**src/rtl/core/gssc_pkg.sv**
```systemverilog
// ----------------------------------------------------------------------------
// gssc_pkg
// shared types, constants and the step program of the scheduled controller
// ----------------------------------------------------------------------------
package gssc_pkg;

	localparam int MAX_STATES = 8;
	localparam int MAX_TERMS  = 4;

	localparam int IDX_W   = (MAX_STATES > 1) ? $clog2(MAX_STATES) : 1;
	localparam int ROW_W   = $clog2(MAX_STATES + 1);
	localparam int TERM_W  = (MAX_TERMS > 1) ? $clog2(MAX_TERMS) : 1;
	localparam int A_DEPTH = MAX_STATES * MAX_TERMS;
	localparam int B_DEPTH = (MAX_STATES + 1) * MAX_TERMS;
	localparam int A_AW    = (A_DEPTH > 1) ? $clog2(A_DEPTH) : 1;
	localparam int B_AW    = $clog2(B_DEPTH);
	localparam int TCNT_W  = $clog2(MAX_TERMS + 1);

	localparam int PROG_LEN = 19;
	localparam int PC_W     = $clog2(PROG_LEN);

	// configuration register indexes
	localparam logic [1:0] REG_STEP_SIZE   = 2'd0;
	localparam logic [1:0] REG_STATE_COUNT = 2'd1;
	localparam logic [1:0] REG_TERM_COUNT  = 2'd2;

	// stage weights, unsigned Q0.16
	localparam logic [15:0] W_HALF = 16'd32768;
	localparam logic [15:0] W_3Q   = 16'd49152;
	localparam logic [15:0] W_2_9  = 16'd14564;
	localparam logic [15:0] W_1_3  = 16'd21845;
	localparam logic [15:0] W_4_9  = 16'd29127;
	localparam logic [15:0] W_7_24 = 16'd19115;
	localparam logic [15:0] W_1_4  = 16'd16384;
	localparam logic [15:0] W_1_8  = 16'd8192;

	localparam logic signed [31:0] Q_MAX = 32'sh7fffffff;
	localparam logic signed [31:0] Q_MIN = 32'sh80000000;

	typedef enum logic [1:0] {
		CMD_STEP  = 2'd0,
		CMD_WRITE = 2'd1,
		CMD_CLEAR = 2'd2
	} cmd_t;

	typedef enum logic [2:0] {
		OP_SCHED,
		OP_COPY,
		OP_DERIV,
		OP_AXPY,
		OP_DRIVE
	} op_t;

	typedef enum logic [2:0] {
		ST_IDLE,
		ST_PROG,
		ST_RD,
		ST_HLOAD,
		ST_ISSUE,
		ST_WAIT,
		ST_OUT
	} state_t;

	typedef struct packed {
		op_t         op;
		logic [15:0] w;
		logic [1:0]  kidx;
		logic        to_x;
	} instr_t;

	typedef struct packed {
		logic        start;
		logic [31:0] a;
		logic [31:0] b;
		logic [31:0] c;
	} mac_req_t;

	typedef struct packed {
		logic        done;
		logic [31:0] res;
		logic        clip;
	} mac_rsp_t;

	// one control step: schedule, three stage points, fourth slope, update, drive
	function automatic instr_t prog_rom(input logic [PC_W-1:0] pc);
		instr_t r;
		r = '{op: OP_COPY, w: 16'd0, kidx: 2'd0, to_x: 1'b0};
		unique case (pc)
			5'd0:  r = '{op: OP_SCHED, w: 16'd0,  kidx: 2'd0, to_x: 1'b0};
			5'd1:  r = '{op: OP_COPY,  w: 16'd0,  kidx: 2'd0, to_x: 1'b0};
			5'd2:  r = '{op: OP_DERIV, w: 16'd0,  kidx: 2'd0, to_x: 1'b0};
			5'd3:  r = '{op: OP_COPY,  w: 16'd0,  kidx: 2'd0, to_x: 1'b0};
			5'd4:  r = '{op: OP_AXPY,  w: W_HALF, kidx: 2'd0, to_x: 1'b0};
			5'd5:  r = '{op: OP_DERIV, w: 16'd0,  kidx: 2'd1, to_x: 1'b0};
			5'd6:  r = '{op: OP_COPY,  w: 16'd0,  kidx: 2'd0, to_x: 1'b0};
			5'd7:  r = '{op: OP_AXPY,  w: W_3Q,   kidx: 2'd1, to_x: 1'b0};
			5'd8:  r = '{op: OP_DERIV, w: 16'd0,  kidx: 2'd2, to_x: 1'b0};
			5'd9:  r = '{op: OP_COPY,  w: 16'd0,  kidx: 2'd0, to_x: 1'b0};
			5'd10: r = '{op: OP_AXPY,  w: W_2_9,  kidx: 2'd0, to_x: 1'b0};
			5'd11: r = '{op: OP_AXPY,  w: W_1_3,  kidx: 2'd1, to_x: 1'b0};
			5'd12: r = '{op: OP_AXPY,  w: W_4_9,  kidx: 2'd2, to_x: 1'b0};
			5'd13: r = '{op: OP_DERIV, w: 16'd0,  kidx: 2'd3, to_x: 1'b0};
			5'd14: r = '{op: OP_AXPY,  w: W_7_24, kidx: 2'd0, to_x: 1'b1};
			5'd15: r = '{op: OP_AXPY,  w: W_1_4,  kidx: 2'd1, to_x: 1'b1};
			5'd16: r = '{op: OP_AXPY,  w: W_1_3,  kidx: 2'd2, to_x: 1'b1};
			5'd17: r = '{op: OP_AXPY,  w: W_1_8,  kidx: 2'd3, to_x: 1'b1};
			5'd18: r = '{op: OP_DRIVE, w: 16'd0,  kidx: 2'd0, to_x: 1'b0};
			default: r = '{op: OP_COPY, w: 16'd0, kidx: 2'd0, to_x: 1'b0};
		endcase
		return r;
	endfunction

endpackage

```
**src/rtl/core/gssc_mac.sv**
```systemverilog
// ----------------------------------------------------------------------------
// gssc_mac
// shared Q16.16 multiply-accumulate: res = sat(c + sat(floor(a*b >> 16)))
// ----------------------------------------------------------------------------
module gssc_mac import gssc_pkg::*; (
	input  logic     clk,
	input  logic     arst_n,
	input  mac_req_t req,
	output mac_rsp_t rsp
);

	logic signed [63:0] prod_s1;
	logic        [31:0] c_s1;
	logic               v_s1;
	logic        [31:0] res_s2;
	logic               clip_s2;
	logic               v_s2;

	logic        [47:0] p48;
	logic               ovf_mul;
	logic        [31:0] m;
	logic        [32:0] sum;
	logic               ovf_add;
	logic        [31:0] r;

	always_ff @(posedge clk or negedge arst_n) begin
		if (!arst_n) begin
			v_s1 <= 1'b0;
			v_s2 <= 1'b0;
		end else begin
			v_s1 <= req.start;
			v_s2 <= v_s1;
		end
	end

	always_ff @(posedge clk) begin
		prod_s1 <= $signed(req.a) * $signed(req.b);
		c_s1    <= req.c;
		res_s2  <= r;
		clip_s2 <= ovf_mul | ovf_add;
	end

	always_comb begin
		// dropping the low bits of a two's complement value floors it
		p48     = prod_s1[63:16];
		ovf_mul = !((&p48[47:31]) || !(|p48[47:31]));
		m       = ovf_mul ? (p48[47] ? Q_MIN : Q_MAX) : p48[31:0];
		sum     = {c_s1[31], c_s1} + {m[31], m};
		ovf_add = sum[32] ^ sum[31];
		r       = ovf_add ? (sum[32] ? Q_MIN : Q_MAX) : sum[31:0];
	end

	assign rsp.done = v_s2;
	assign rsp.res  = res_s2;
	assign rsp.clip = clip_s2;

endmodule

```
**config.mk**
```make
export PLATFORM = sky130hd
export DESIGN_NAME = gssc_mac
export DESIGN_NICKNAME = d
export VERILOG_FILES = /design/src/rtl/core/gssc_pkg.sv /design/src/rtl/core/gssc_mac.sv
export SDC_FILE = /design/constraint.sdc
export NUM_CORES = 2
export LEC_CHECK = 0
export BUFFER_PORTS_ARGS = -buffer_cell sky130_fd_sc_hd__buf_2
export CAP_MARGIN = 20
export CORE_MARGIN = 10
export CORE_UTILIZATION = 45
export DETAILED_ROUTE_END_ITERATION = 10
export GPL_TIMING_DRIVEN = 0
export PLACE_DENSITY = 0.69
export REMOVE_ABC_BUFFERS = 1
export SYNTH_ARGS = -nofsm -noshare
export SYNTH_HDL_FRONTEND = slang
export SYNTH_SLANG_ARGS = --single-unit
```
**constraint.sdc**
```tcl
create_clock -name clk -period 9 [get_ports clk]
set_input_delay 2.25 -clock clk [delete_from_list [all_inputs] [get_ports clk]]
set_output_delay 2.25 -clock clk [all_outputs]
set_load 0.05 [all_outputs]
```
==> metrics <==
outcome finished clean; final setup fails 0; pre-CTS setup slack -1890 ps; Clock Skew 16.1 ps; Crit path top cell by count fa_1; drt drc 0; Core Area 0.0884 mm²; die extent in x 318 µm; Non-Filler Instances 5,379; Routed Antenna Nets 0; DP Wirelength 77,300 µm; Crit Path Category input pin to register; Post-synth EDFFs 0; Setup crit end prod_s1[60]; # IOs 133; flops & latches, synth 115; min Tclk post-route 8920 ps; largest net degree at the start of global routing 33; post-route cell area 0.0442 mm²; count of pins over their slew limit 0; worst-path fanout max 32; sequential-to-total area share from yosys stat 0.0578; via count 28.4k; worst r2r dst res_s2[14]; CTS Buf Count 17; row count 109; Final #Nets 5,594; clk buf depth 2; Final Hold Vio Count 0; Netlist cell types 66; CTS tree built; Initial Utilization 0.453; Tcrit/Tclk final 0.991; n_diodes 0; PortBufs 132; max-cap check violation count 0; Slowest-stage cell, CP fa_1; crit-path cells buf_12 -> and2_1 -> fa_1 -> fa_1 -> inv_1 -> fa_1 -> fa_1 -> inv_1 -> fa_1 -> fa_1 -> fa_1 -> fa_1 -> ha_2 -> a21o_1 -> a21oi_2 -> a21oi_1 -> a2111o_1 -> a22oi_2 -> a21boi_2 -> a31o_2 -> a41o_1 -> xor2_1; data required time of the worst path 9300 ps; Synth Flop Type dfxtp_1; CP arrival 9220 ps; root buffer selected by CTS clkbuf_16; Worst R2R Path Depth 19; Slew @ Worst Pin 591 ps; 1st-iter DRT viols 1,685; fin worst setup slack 79.9 ps; critical path's largest stage delay 610 ps; DR pass1 iterations 7; number of buffer and inverter stages on the critical path 3; post-placement cell count 5,285; WL final 104,000 µm; R2R Setup Slk 3310 ps; Global Route Usage Sum 0.202; crit end category register; die height 318 µm; Mapped Cells 4,201; first-pass GRT wire length 167,000 µm; placed inst area 0.0414 mm²; max_slew headroom 0.606; Post-CTS Hold Fix Bufs 0; initial antenna violation count 1; Worst-path clk slew 60 ps; vias in the first global route 32.3k; Top delay family on crit path adder cells; gr ovfl total 0; critical path launch point req[87]; Worst R2R Start prod_s1[47]; Netlist Area Pre-Place 0.0400 mm²; die area 0.101 mm²; CP Launch Type input pin; syn avg cell area 9.53 µm²; Syn-to-layout area delta 10.3%; Vias per Instance 5.27; Yosys warning count 0; RePlAce Congestion 0.856; RSZ-0062 raised after global routing true; FFs w/ async S/R, synth 0.0174; ratio of cells with drive above 1 in the final layout 0.0876; DR WL/cell 19.3 µm; CTS H-tree depth 4; Clock Sinks 115; Max Freq 0.112 GHz; clk_lat worst skew 410 ps; worst hold path class register to register; Worst path depth 22
-- Yosys cell counts (7+ instances only) --
library cell | number | area (µm²)
nand2_1 | 510 | 1910
nand4_1 | 15 | 93.8
and2_1 | 523 | 3270
o21ai_1 | 18 | 90.1
nor2_1 | 52 | 195
xnor2_1 | 58 | 508
clkbuf_1 | 211 | 792
nor3_1 | 12 | 60.1
xor2_1 | 29 | 254
inv_1 | 988 | 3710
a31oi_1 | 9 | 56.3
o21bai_1 | 11 | 82.6
ha_1 | 212 | 2650
nor2b_1 | 10 | 62.6
a21o_1 | 70 | 526
nand2b_1 | 18 | 113
and3_1 | 12 | 75.1
a21oi_1 | 81 | 405
o21ai_0 | 41 | 205
nand3_1 | 16 | 80.1
a211oi_1 | 7 | 52.6
nor4_1 | 9 | 56.3
maj3_2 | 8 | 90.1
fa_1 | 1082 | 21700
dfxtp_1 | 113 | 2260
-- cell families after synthesis --
family / synth area share
simple gates: 0.153
compound gates: 0.0468
buf+inv: 0.114
fa+ha+maj: 0.610
flops: 0.0578
xor+xnor: 0.0190
-- how the worst min path moves through the flow --
stage               from   end  slack, ps  cells past startpoint
detailed placement  v_s1  v_s2        350                      0
CTS                 v_s1  v_s2        360                      0
finish              v_s1  v_s2        360                      0
global placement    v_s1  v_s2        340                      0
floorplan           v_s1  v_s2        330                      0
global route        v_s1  v_s2        380                      0
-- metrics by stage --
step	hold slack [ps]	utilization	setup TNS [ps]
2_1_floorplan	331	-	-847
3_3_place_gp	337	0.467	-44420
3_5_place_dp	350	0.468	-38380
4_1_cts	364	0.484	0
5_1_grt	379	0.500	-105
6_report	359	0.500	0
-- flip-flops by register name, indices dropped and copies added (netlist names) --
register / flops
c_s1: 32
clip_s2: 1
prod_s1: 48
res_s2: 32
v_s1: 1
v_s2: 1
-- routing by layer --
| metal | vias up | track usage | part of all wire |
|---|---|---|---|
| met2 | 1010 | 0.371 | 0.52 |
| met1 | 14900 | 0.243 | 0.38 |
| li1 | 12200 | - | - |
| met5 | - | 0 | 0 |
| met3 | 280 | 0.0137 | 0.052 |
| met4 | 0 | 0.0815 | 0.050 |
-- cells in the final DEF (no fill, tap or decap), types with 11 or more instances in the layout --
cell type  Yosys  routed
a21o_1        70      70
a21oi_1       81      64
a21oi_2        0      14
and2_1       523     509
and2_4         0      13
and3_1        12      11
buf_12         0      36
buf_16         0      12
buf_2          2      68
buf_4          4      50
buf_8          0      12
clkbuf_16      0      29
dfxtp_1      113     113
fa_1        1082    1062
fa_2           0      20
ha_1         212     187
ha_2           0      12
ha_4           0      13
inv_1        988     979
nand2_1      510     503
nand2b_1      18      18
nand3_1       16      16
nand4_1       15      15
nor2_1        52      49
nor3_1        12      12
o21ai_0       41      31
o21ai_1       18      27
xnor2_1       58      57
xor2_1        29      29
-- cell type report --
| type | instances | area (µm²) |
|---|---|---|
| Clock buffer | 18 | 429 |
| Clock inverter | 14 | 178 |
| Fill cell | 8106 | 44200 |
| Timing Repair Buffer | 199 | 2350 |
| Sequential cell | 115 | 2310 |
| Inverter | 988 | 3720 |
| Multi-Input combinational cell | 2880 | 33700 |
| Tap cell | 1165 | 1460 |
-- what timing repair did --
item	in CTS	in global routing
hold endpoints to repair	0	0
setup endpoints to repair	36	24
pin swaps	18	81
setup buffers	12	38
resized for setup	187	192
gates cloned	0	12
Power is left out: the tool's default activity adds up to more than one toggle a clock period on the data nets, which glitch-free logic cannot reach.
